**src/rtl/core/lst_pkg.sv**
```systemverilog
`timescale 1ns / 1ps

package lst_pkg;

    // Largest number of metrics that the window mask can address.
    localparam int MAX_METRICS          = 32;
    localparam int METRIC_SLOTS_DEFAULT = 32;

    localparam int CYCLES_W = 32;
    localparam int COUNT_W  = 32;
    localparam int SUM_W    = 64;
    localparam int GEN_W    = 16;
    localparam int METRIC_W = 6;
    localparam int MASK_W   = 32;

    // Command codes.
    typedef enum logic [2:0] {
        CMD_BEGIN_SPAN   = 3'd0,
        CMD_END_SPAN     = 3'd1,
        CMD_RECORD_CALL  = 3'd2,
        CMD_RECORD_ONLY  = 3'd3,
        CMD_START_WINDOW = 3'd4,
        CMD_FREEZE       = 3'd5,
        CMD_READ         = 3'd6,
        CMD_SET_BUDGET   = 3'd7
    } cmd_t;

    // One statistics entry of the table.
    typedef struct packed {
        logic [COUNT_W-1:0]  calls;
        logic [COUNT_W-1:0]  samples;
        logic [CYCLES_W-1:0] minimum;
        logic [CYCLES_W-1:0] maximum;
        logic [CYCLES_W-1:0] latest;
        logic [SUM_W-1:0]    total;
        logic [COUNT_W-1:0]  overruns;
        logic [CYCLES_W-1:0] budget;
    } entry_t;

    // Operations applied to an entry by one command.
    typedef struct packed {
        logic bump_calls;
        logic record;
    } entry_op_t;

    // Value of an entry that has never been written: cleared statistics, open budget.
    localparam entry_t ENTRY_RESET = '{
        calls:    '0,
        samples:  '0,
        minimum:  '0,
        maximum:  '0,
        latest:   '0,
        total:    '0,
        overruns: '0,
        budget:   '1
    };

    localparam logic [GEN_W-1:0] GEN_RESET = GEN_W'(1);

    // The generation counts up, wraps, and never takes the value zero.
    function automatic logic [GEN_W-1:0] next_gen(input logic [GEN_W-1:0] gen);
        logic [GEN_W-1:0] result;
        if (gen == '1) begin
            result = GEN_W'(1);
        end else begin
            result = gen + GEN_W'(1);
        end
        return result;
    endfunction

endpackage

```
**src/rtl/core/lst_entry_update.sv**
```systemverilog
`timescale 1ns / 1ps

// Computes the new statistics of one entry: optional call count bump and sample record.
module lst_entry_update (
    input  lst_pkg::entry_t                  entry_in,
    input  lst_pkg::entry_op_t               op,
    input  logic [lst_pkg::CYCLES_W-1:0]     cycles,
    output lst_pkg::entry_t                  entry_out
);

    logic [lst_pkg::COUNT_W-1:0] samples_inc;

    assign samples_inc = (entry_in.samples == '1) ? entry_in.samples
                                                  : entry_in.samples + lst_pkg::COUNT_W'(1);

    always_comb begin
        entry_out = entry_in;

        // Saturating call count.
        if (op.bump_calls && (entry_in.calls != '1)) begin
            entry_out.calls = entry_in.calls + lst_pkg::COUNT_W'(1);
        end

        // Sample record: counts, extremes, latest value, running total and overruns.
        if (op.record) begin
            entry_out.samples = samples_inc;
            if ((samples_inc == lst_pkg::COUNT_W'(1)) || (cycles < entry_in.minimum)) begin
                entry_out.minimum = cycles;
            end
            if (cycles > entry_in.maximum) begin
                entry_out.maximum = cycles;
            end
            entry_out.latest = cycles;
            entry_out.total  = entry_in.total + lst_pkg::SUM_W'(cycles);
            if ((cycles > entry_in.budget) && (entry_in.overruns != '1)) begin
                entry_out.overruns = entry_in.overruns + lst_pkg::COUNT_W'(1);
            end
        end
    end

endmodule

```
**config.mk**
```make
export PLATFORM = sky130hd
export DESIGN_NAME = lst_entry_update
export DESIGN_NICKNAME = d
export VERILOG_FILES = /design/src/rtl/core/lst_pkg.sv /design/src/rtl/core/lst_entry_update.sv
export SDC_FILE = /design/constraint.sdc
export NUM_CORES = 1
export LEC_CHECK = 0
export ABC_AREA = 1
export BUFFER_PORTS_ARGS = -buffer_cell sky130_fd_sc_hd__buf_2
export CAP_MARGIN = 10
export CORE_AREA = 2 2 235 237
export DETAILED_ROUTE_END_ITERATION = 10
export DIE_AREA = 0 0 237 239
export SLEW_MARGIN = 20
export SYNTH_ARGS = -nofsm -noshare
export SYNTH_HDL_FRONTEND = slang
export SYNTH_SLANG_ARGS = --single-unit
```
**constraint.sdc**
```tcl
create_clock -name vclk -period 5.1
set_clock_uncertainty 0.2 [all_clocks]
set_input_delay 1.53 -clock vclk [all_inputs]
set_output_delay 1.53 -clock vclk [all_outputs]
set_load 0.02 [all_outputs]
```
Word level (Yosys, flattened, before mapping)
Cells that the tools add are included.

Add/subtract/negate cells: 4. $lt $le $gt $ge: 3. Eq/ne operators: 4. Muxes and demuxes: 6. Reduce and logical (&&, ||, !) cells: 3.

Operators with widths (count): $mux 224 (1); $mux 32 (5); $add 32x1->32 const B (3); $add 64x32->64 (1); $gt 32x32->1 (2); $ne 32x32->1 const B (2); $eq 32x1->1 const B (1); $eq 32x32->1 const B (1); $lt 32x32->1 (1); $logic_and 1x1->1 (2); $logic_or 1x1->1 (1).

Register bits: 0. Input bits: 322. Output and inout port bits: 288. Word-level logic and storage cells: 20.

Depth between registers and ports, before layout
Gate-level depths: netlist of the first run.

Word-level depth: 6. Gate-level depth with buffers: 19. Gate-level depth less buffers: 16.

Worst setup path before layout of the first run
Ideal clock, no wire load.

Path type: input to output. Start point: in entry_in[64] (netlist name). End point: out entry_out[106] (netlist name). Data arrival time: 3.501 ns. Data required time: 3.370 ns. Setup slack: -0.131 ns. Stages on the path: 12. Buffers on the path: 0. Path through: ha_1 > fa_1 > nand2_1 > o21ai_0 > a21oi_1 > o21bai_1 > nand2_1 > nand2_1 > nand2_1 > nand2_1 > nand3_1 > xor2_1.

RTL lines: start, declared (line lst_entry_update.sv:5) `input lst_pkg::entry_t entry_in,`; end, declared (line lst_entry_update.sv:8) `output lst_pkg::entry_t entry_out`.

==> results, run 1 <==
- Fill cells in the final layout number 5377.
- The number of hold buffers added after cts is 0.
- The post-detailed-routing wire length is 74.93 mm.
- The final global-route overflow total is 0.
- The number of antenna violations at the first check in global routing is 13.
- The type of the tightest min-delay check is in2out.
- The final cell count without fillers is 4005.
- The congestion estimate from routability-driven global placement came to approximately 0.94.
- The critical path startpoint category is an input pin.
- The minimum clock period after layout is 5.629 ns.
- In the final routed layout, each cell accounts on average for 18.71 um.
- Counting every net in the synthesized netlist gives 2697.
- Power spread over the standard cell area amounts to roughly 120 nW/um^2.
- The sequential cell area fraction in the yosys report is 0%.
- Counting tap cells, the placed design contains a total of around 3.9k instances.
- The number of top-level pins is 610.
- The final count of pins violating max slew is 0.
- The initial utilization of the core area, before any placement, comes to 20.86%.
- The die extent in x is between 200 and 250 um.
- The number of violations of the max-capacitance limit is 0.
- The run finished, with violations left.
- The number of nets in the final layout is approximately 3.8k.
- The mean number of vias per cell is 4.808.
- The final hold slack is 3.089 ns.
- The routed layout has just under 20k vias.
- Entering global routing, the biggest net connects between 70 and 80 pins.
- The static leakage power is 0.01274 uW.
- The distinct cell type count after synthesis is 44.
- Across all setup checks in the final design, the least slack found is -0.5289 ns.
- Synthesis produced a netlist whose cell count is 2244.
- The residual antenna-violating net count after detailed routing is 0.
- The part of the total power dissipated in the clock network is 0%.
- The row count is 86.
- The finished cells cover 25050 um^2.
- The area growth from synthesis to layout is 121.0%.
- The measured slew at the worst slew-check pin is 0.9832 ns.
- Of the total power, the share spent switching nets is between 50% and 60%.
- The worst path arrival time is 3.90 ns.
- The via count of the first global-routing pass is around 18k.
- In this run the power spent charging and discharging nets is 1566 uW.
- In this run the worst path has a maximum fanout of 6.
- The maximum frequency from static timing analysis is between 150 and 200 MHz.
- Setup repair after global routing could not meet its margin everywhere.
- After synthesis, the mean cell area works out to 5.051 um^2.
- The total internal power is 1317 uW.
- The layout has 0 clock buffers.
- For this block, the initial DRC count from the detailed router was 1196.
- The final reports fail on negative setup slack.
- The total design power is 2884 uW.
- The global routing usage summed across all routing layers is 23.54%.
- Once placement finished, the instance area stood at 18170 um^2.
- The y dimension of the die is 239 um.
- The critical path in this run is classified as in2out.
- The sequential cell count is 0.
- For the worst setup path, the data required time is about 3.4 ns.
- The final cycle utilization of the critical path is 110.4%.
- The share of total power dissipated in sequential elements is 0%.
- The number of design rule violations left after detail routing is 0.
- Across the VDD grid, the largest voltage drop is between 0.06 and 0.07 mV.
- Across the whole layout, storage elements account for 0 um^2.
- The worst setup path is captured at a primary output.
- The sum of negative setup slack is -43.98 ns.
- The total of warnings raised by yosys is 0.
- The floorplan step defined a core boundary enclosing 54340 um^2.
- The layout cell share with drive strength beyond 1 is ~56%.
- The count of buffers added on input and output ports is roughly 600.
- The cell area after technology mapping is around 11000 um^2.
- The first global-routing pass estimated 104.8 mm of wire.
- Detailed placement finished with a half-perimeter wire length of 56.47 mm.
- The number of detailed-routing iterations run before antenna repair is 8.
- The worst relative slew slack is between 30% and 40%.
- The die covers 56640 um^2.
- The number of hold violations in the final report is 0.
- The combinational share of power is 100.0%.
- Setup violations remaining at the end of the flow were counted as 140.
-- layer usage --
layer  up-vias  track usage [%]  wire length [um]  part of all wire (%)
met5         -                0               107                  0.14
li1       9342                -                 -                     -
met4        16            5.102              1958                   2.6
met3       134            3.868              5438                   7.3
met1      8956            29.49             30670                    41
met2       807            42.10             36750                    49
-- cells in the mapped netlist, types with 6 or more instances --
master	count	area [um^2]
a21oi_1	91	455.4
a31oi_1	19	118.9
buf_2	7	35.03
buf_4	36	270.3
clkbuf_1	45	168.9
ha_1	130	1627
inv_1	289	1085
nand2_1	819	3074
nand3_1	161	805.8
nand3b_1	20	150.1
nand4_1	42	262.8
nor2_1	222	833.3
nor3_1	57	285.3
nor4_1	21	131.4
o211ai_1	6	45.04
o21ai_0	106	530.5
o21bai_1	12	90.09
xnor2_1	44	385.4
xor2_1	66	578.1
-- critical path, stage by stage --
cell and delay (ns):
buf_12 0.11, ha_4 0.27, nand2_4 0.05, nor2_4 0.11, nand4_1 0.23, nor4_4 0.36, buf_6 0.18, nand4_1 0.19
nand3_4 0.18, buf_6 0.16, buf_16 0.14, nand2_4 0.04, o21ai_2 0.06, nand2_1 0.08, nand2_1 0.09, buf_6 0.12
-- layout by cell type (no fill, tap or decap), drive strengths merged, types with 2 or more instances in the layout --
master and n:
a211oi 3, a21boi 3, a21o 5, a21oi 91, a31oi 19, and2 4, buf 1139, clkbuf 7
diode 4, ha 130, inv 290, nand2 825, nand3 161, nand3b 20, nand4 42, nor2 226
nor3 58, nor4 21, nor4b 2, o211ai 6, o21a 3, o21ai 107, o21bai 12, o221ai 2
or2 3, xnor2 44, xor2 66
-- power by group through the flow --
stage	sequential [uW]	clock, uW	combinational [uW]
2_1_floorplan	0	0	988
3_3_place_gp	0	0	1920
3_5_place_dp	0	0	1920
4_1_cts	0	0	2560
5_1_grt	0	0.000105	3060
6_report	0	0.000105	2880
-- cell type report --
type               count  area (um^2)  share of cell area, %
inverters            291         1120                  4.471
repair buffers      1146         9270                  37.01
well taps            704        880.8                  3.516
multi-input cells   1860        13770                  54.97
diodes                 4        10.01                0.03996
-- worst paths after layout --
check / start / to / slack, ns / depth (start not counted)
setup / recovery: cycles[29] / entry_out[48] / -0.53 / 16
hold / removal: entry_in[29] / entry_out[29] / 3.09 / 2
-- repair_timing --
item | 4_1_cts | 5_1_grt
resized for setup | 918 | 546
cloned | 19 | 5
pin swaps | 159 | 278
endpoints found under the setup margin | 149 | 160
buffers inserted | 67 | 50
-- logic make-up (layout without fill, tap and decap cells) --
| family | Yosys count | after routing | share of synthesized area [%] |
|---|---|---|---|
| AOI/OAI and AO/OA | 254 | 254 | 12.28 |
| xor gates and xnor gates | 110 | 110 | 8.501 |
| adders and majority gates | 131 | 131 | 14.53 |
| buffers and inverters | 384 | 1437 | 14.25 |
| other | 0 | 4 | 0 |
| and+or+nand+nor | 1365 | 1365 | 50.44 |
-- stage by stage --
step	util, %	setup WS [ns]
3_3_place_gp	33.45	-0.7800
6_report	46.10	-0.5289
3_5_place_dp	33.45	-0.7927
2_1_floorplan	-	0.007191
5_1_grt	46.10	-0.6758
4_1_cts	41.78	-0.5157
Note: power is estimated with default switching activity, not from simulation.
==> inputs of run 2 (changes only) <==
- ABC_AREA: 1 -> default
- CORE_AREA: 2 2 235 237 -> 2 2 238 240
- DIE_AREA: 0 0 237 239 -> 0 0 240 242
==> run 2 against run 1 <==
Net effect:
- the flow still finishes with violations (negative setup slack)
- combinational power decreased by 21%
- first-iteration DRC count decreased by 54%
- synthesized cell count decreased by 44%
- critical path type unchanged
- critical endpoint is now entry_out[202]
==> results, run 2 <==
- The flow ran to the end, but the final reports show violations.
- The final reports fail on negative setup slack.
- In the synthesized netlist, the cells that appear most often are 133 x xnor2_1, 130 x ha_1, 106 x inv_1, 94 x mux2_2, 81 x nand4_1.
- The library cells used most frequently in the layout, excluding fill and tap cells, are 478 x buf_4, 383 x buf_2, 191 x buf_6.
- The full die area came to 58080 um^2 (+2.5%).
- The wire length of the first global-routing pass is 79.79 mm (-24%).
- The cell area after technology mapping came to 9310 um^2 (-18%).
- By area the synthesized netlist is led by ha_1 17%, xnor2_1 13%, mux2_2 11%.
- The mean number of vias per cell is 4.465 (-7.1%).
- The maximum frequency from static timing analysis was 157.3 MHz (-11%).
- The global routing usage summed across all routing layers is 17.60% (-5.9 points).
- The post-synthesis to final-layout area growth is 127.0%.
- The via count of the first global-routing pass came to 13.47k (-27%).
- The final estimated routing congestion in global placement is 0.9434 (+0.63%).
- The total placed cells including tap cells is 2956 (-24%).
- The worst path arrival time was 4.63 ns (+0.73 ns).
- The total power per unit cell area is 107.9 nW/um^2 (-6.3%).
- The residual antenna-violating net count after detailed routing came to 0 (unchanged).
- The critical path startpoint category is an input pin.
- The post-detailed-routing wire length is 55.73 mm (-26%).
- Leaving out fill and tap cells, the most frequent cell in the layout is buf_4.
- The core outline area is 55730 um^2 (+2.6%).
- The total of warnings raised by yosys is 0 (unchanged).
- The number of violations of the max-capacitance limit is 0 (unchanged).
- The layout cell share with drive strength beyond 1 is 67.99% (+12 points).
- The number of design rule violations left after detail routing is 0 (unchanged).
- The final cycle utilization of the critical path was 124.6% (+14 points).
- The effective utilization at floorplan is 16.70% (-4.2 points).
- The maximum resistive drop on vdd came to 0.04915 mV (-29%).
- Setup repair after global routing could not meet its margin everywhere.
- The type of the tightest min-delay check is in2out.
- The number of top-level pins is 610 (unchanged).
- The final count of pins violating max slew was 0 (unchanged).
- The cell with the most instances after synthesis is xnor2_1.
- The number of DRC markers in iteration 0 came to 552 (-54%).
- The number of hold buffers added after cts was 0 (unchanged).
- The mean area per synthesized cell came to 7.360 um^2 (+46%).
- The number of nets in the final layout is 2726 (-27%).
- The largest area contributor in the netlist is ha_1.
- The sequential cell area fraction in the yosys report came to 0% (unchanged).
- The clock buffer count in the final layout is 0 (unchanged).
- The final cell count without fillers is 3032 (-24%).
- The total placed instance area came to 17470 um^2 (-3.9%).
- The data required time at the worst endpoint is 3.37 ns (about the same).
- The y dimension of the die is 242 um (+1.3%).
- The pre-CTS worst setup slack is -1.396 ns (-0.6037 ns).
- The detailed-routing wirelength on met1 is 23.77 mm (-22%).
- The via count is 13.54k (-30%).
- The final number of setup-violating endpoints is 169 (+21%).
- The minimum setup slack in the final design was -1.256 ns (-0.7266 ns).
- The total met3 wirelength after detailed routing is 3.790 mm (-30%).
- The maximum fanout count along the critical path came to 7 (+1).
- The top layer reached by signal wires is met5.
- The number of detailed-routing iterations run before antenna repair is 4 (-4).
- STA classifies the critical path endpoint as a primary output.
- The pin count of the biggest net entering global routing was 39 (-48%).
- The distinct cell type count after synthesis is 66 (+50%).
- The worst relative slew slack was 63.04% (+29 points).
- The area occupied by multi-input gates is 11360 um^2 (-17%).
- The number of hold violations in the final report is 0 (unchanged).
- The filler cell count is 5639 (+4.9%).
- The total design power is 2281 uW (-21%).
- The net count after synthesis is 1718 (-36%).
- The sequential cell count came to 0 (unchanged).
- The minimum clock period after layout was 6.356 ns (+0.7266 ns).
- The die extent in x is 240 um (+1.3%).
- The wire length on met2 came to 27.06 mm (-26%).
- The register area came to 0 um^2 (unchanged).
- The wire length per cell after detailed routing came to 18.38 um (-1.8%).
- The number of buffer cells added on primary ports is 610 (unchanged).
- The final global-route overflow total is 0 (unchanged).
- The half-perimeter wire length after placement is 45.84 mm (-19%).
- The post-route cell area came to 21140 um^2 (-16%).
- The number of antenna violations at the first check in global routing is 7 (-6).
- The critical path start-end classification is in2out.
- The row count is 87 (+1.2%).
- The final core utilization is 37.92% (-8.2 points).
- The static leakage power is 0.01062 uW (-17%).
- The area share of the largest cell type after synthesis is 17.47% (-9.7 points).
- The measured slew at the worst slew-check pin came to 0.5519 ns (-0.4312 ns).
- The cell count after synthesis is 1265 (-44%).
run 2: cell count changes after synthesis, sizes merged, moves of 66 or more:
cell	delta
nor2	-170
nand2	-747
nand3	-89
inv	-184
o21ai	-66
xnor2	+89
mux2	+124
run 2: worst max-delay path, cell delays in order:
cell and delay, ns:
buf_8 0.08, ha_4 0.14, nand3_4 0.09, nor3_4 0.19, nand4_1 0.17, mux2i_1 0.16, or4_1 0.50, or4_1 0.49
nor4_2 0.25, buf_4 0.17, o21ai_4 0.15, clkbuf_16 0.24, mux2_4 0.31, buf_6 0.13
run 2: metrics by stage:
step / TNS, ns / hold WS [ns]
2_1_floorplan: -39.98 / 2.925
3_3_place_gp: -137.13 / 3.097
3_5_place_dp: -141.08 / 3.101
4_1_cts: -112.51 / 3.089
5_1_grt: -122.83 / 3.099
6_report: -106.26 / 3.088
run 2: where the power goes:
group	switching, uW	internal (uW)
combinational	1120	1160
clock	0	0.000131
sequential	0	0
total	1120	1160
run 2: worst paths after layout:
path / end / slack, ns / depth (start not counted) / startpoint
max: entry_out[202] / -1.26 / 14 / entry_in[225]
min: entry_out[31] / 3.09 / 2 / entry_in[31]
run 2: final cells by class:
type,count,area share [%]
timing repair buffer,1091,39.80
inverter,106,1.918
antenna,5,0.05920
tap,756,4.475
multi-input combinational,1074,53.75
run 2: logic make-up after synthesis:
logic type                 after synthesis  synth area share [%]
and+or+nand+nor                        417                 24.51
buffers and inverters                  191                 9.313
AOI/OAI and AO/OA                      231                 16.14
xor gates and xnor gates               167                 15.71
muxes                                  128                 16.64
adders and majority gates              131                 17.69
run 2: routing by layer:
layer	global-route usage, %	up-vias
li1	-	6611
met1	22.90	6421
met2	30.47	446
met3	2.894	59
met4	3.288	2
met5	0	-
run 2: what timing repair did:
action,in CTS,in global routing
cloned,12,3
pin swaps,90,127
buffers inserted,41,38
setup endpoints to repair,182,199
gates resized for setup,374,339
==> inputs of run 3 (changes only) <==
- clock period: 5.1 -> 5.7 ns (I/O delays scaled with it)
==> run 3 against run 2 <==
Net effect:
- the run still ends with negative setup slack left
- sequential share of layout area unchanged
- setup slack improved by 0.30 ns
- global-route usage increased by 0.22 points
- highest routed layer unchanged
- worst hold slack improved by 0.37 ns
==> results, run 3 (synthesis results as in run 2) <==
- The total design power came to 1977 uW (-13%).
- The final hold slack was 3.454 ns (+0.3657 ns).
- The pre-CTS worst setup slack is -1.136 ns (+0.2605 ns).
- The pin count of the biggest net entering global routing is 29 (-26%).
- The worst relative slew slack was 61.00% (-2.0 points).
- The final number of setup-violating endpoints is 147 (-13%).
- Compared with the post-synthesis result, the final layout area differs by 114.6%.
- By startpoint and endpoint, the worst setup path is classified as in2out.
- The wire length of the first global-routing pass is 79.98 mm (+0.24%).
- The die extent in x came to 240 um (unchanged).
- The measured slew at the worst slew-check pin is 0.5824 ns (+0.03046 ns).
- The via count of the first global-routing pass is 13.33k (-1.0%).
- The effective utilization at floorplan is 16.70% (unchanged).
- The clock buffer count in the final layout is 0 (unchanged).
- After layout, the minimum clock period comes to 6.651 ns.
- The static leakage power came to 0.01007 uW (-5.2%).
- The destination of the worst hold path is entry_out[17].
- The critical path startpoint category is an input pin.
- The half-perimeter wire length after placement was 46.49 mm (+1.4%).
- The library cell used most frequently in the layout, excluding fill and tap cells, is buf_2.
- The number of hold violations in the final report is 0 (unchanged).
- The data required time at the worst endpoint came to 3.79 ns (+0.42 ns).
- The via count is 13.48k (-0.41%).
- In this run the worst hold path is classified as in2out.
- The register area came to 0 um^2 (unchanged).
- The post-detailed-routing wire length is 56.24 mm (+0.91%).
- The worst hold path begins at entry_in[17].
- The number of violations of the max-capacitance limit is 0 (unchanged).
- The total power per unit cell area is 98.98 nW/um^2 (-8.3%).
- The worst setup path is captured at a primary output.
- The final estimated routing congestion in global placement is 0.9173 (-2.8%).
- The count of cells along the worst hold path is 2 (unchanged).
- The final global-route overflow total came to 0 (unchanged).
- The wire length per cell after detailed routing is 18.94 um (+3.1%).
- The number of detailed-routing iterations run before antenna repair is 5 (+1).
- The y dimension of the die is 242 um (unchanged).
- The full die area came to 58080 um^2 (unchanged).
- The number of top-level pins came to 610 (unchanged).
- The global routing usage summed across all routing layers came to 17.82% (+0.22 points).
- In the layout the commonest cells are 437 x buf_2, 386 x buf_4, 162 x buf_6.
- Derived from the worst setup path, the maximum achievable clock frequency is 150.4 MHz.
- The mean number of vias per cell is 4.542 (+1.7%).
- The row count is 87 (unchanged).
- The worst path arrival time is 4.74 ns (+0.11 ns).
- The sequential cell count is 0 (unchanged).
- The final count of pins violating max slew was 0 (unchanged).
- The number of DRC markers in iteration 0 is 590 (+6.9%).
- The number of antenna violations at the first check in global routing is 5 (-2).
- The final reports fail on negative setup slack.
- The layout cell share with drive strength beyond 1 is 64.57% (-3.4 points).
- The minimum setup slack in the final design came to -0.9507 ns (+0.3048 ns).
- The residual antenna-violating net count after detailed routing was 0 (unchanged).
- The maximum resistive drop on vdd was 0.05177 mV (+5.3%).
- The number of buffer cells added on primary ports is 610 (unchanged).
- The core outline area is 55730 um^2 (unchanged).
- The number of design rule violations left after detail routing came to 0 (unchanged).
- The maximum fanout count along the critical path is 22 (+15).
- The run finished, with violations left.
- Setup repair after global routing could not meet its margin everywhere.
- The number of nets in the final layout came to 2665 (-2.2%).
- The final cycle utilization of the critical path is 116.7%.
-- run 3: cell count changes in the layout (fill, tap and decap cells not counted), moves of 6 or more --
cell,before,now
buf_12,14,21
buf_2,383,437
buf_4,478,386
buf_6,191,162
ha_1,84,93
ha_4,45,35
inv_1,98,104
nand2_1,58,67
nand2_2,9,2
nand2_4,11,5
xnor2_1,50,67
xnor2_2,69,56
xor2_4,6,0
-- run 3: where the power goes --
group / internal (uW) / leakage [uW] / switching (uW)
Sequential: 0 / 0 / 0
Clock: 0.0000390 / 0.0000000190 / 0
Combinational: 985 / 0.0101 / 993
Total: 985 / 0.0101 / 993
-- run 3: through the flow --
stage                     std cells  setup TNS [ns]  instance area [um^2]  utilization (%)
after detailed placement       2897         -112.63                 16610            29.80
after CTS                      2961          -84.49                 19090            34.26
final                          2969          -76.31                 19980            35.85
after global placement         2897         -108.88                 16610            29.80
after global routing           2967          -90.05                 19970            35.84
after floorplan                1265          -22.04                 10370                -
-- run 3: critical path, stage by stage --
cell and delay, ns:
buf_2 0.14, nand3_4 0.14, nor3_4 0.23, nand4_1 0.16
mux2i_1 0.15, or4_1 0.53, or4_4 0.51, nor4_4 0.30
o21ai_4 0.14, buf_12 0.19, mux2_4 0.33, buf_2 0.16
-- run 3: area by class of cell --
| type | count | area, um^2 |
|---|---|---|
| fill | 5724 | 35760 |
| multi-input combinational | 1074 | 10860 |
| timing repair buffer | 1030 | 7760 |
| tap | 756 | 945.9 |
| inverter | 106 | 400.4 |
| antenna | 3 | 7.507 |
-- run 3: how the worst max path moves through the flow --
stage                        startpoint             end
after global routing      entry_in[225]  entry_out[208]
after floorplan           entry_in[243]  entry_out[194]
final                     entry_in[231]  entry_out[208]
after CTS                 entry_in[229]  entry_out[204]
after detailed placement  entry_in[224]  entry_out[217]
after global placement    entry_in[224]  entry_out[216]
-- run 3: repair_timing --
item | CTS | global route
hold endpoints to repair | 0 | 0
resized for setup | 452 | 204
endpoints found under the setup margin | 171 | 173
hold buffers | 0 | 0
cloned | 9 | 0
pin swaps | 127 | 122
setup buffers | 57 | 16
-- run 3: per-layer routing --
| metal | global-route usage, % | up-vias | share of wire, % |
|---|---|---|---|
| met3 | 1.732 | 59 | 5.2 |
| met1 | 21.71 | 6417 | 41 |
| met2 | 33.60 | 515 | 51 |
| met4 | 3.252 | 2 | 2.5 |
| met5 | 0 | - | 0.023 |
| li1 | - | 6491 | - |
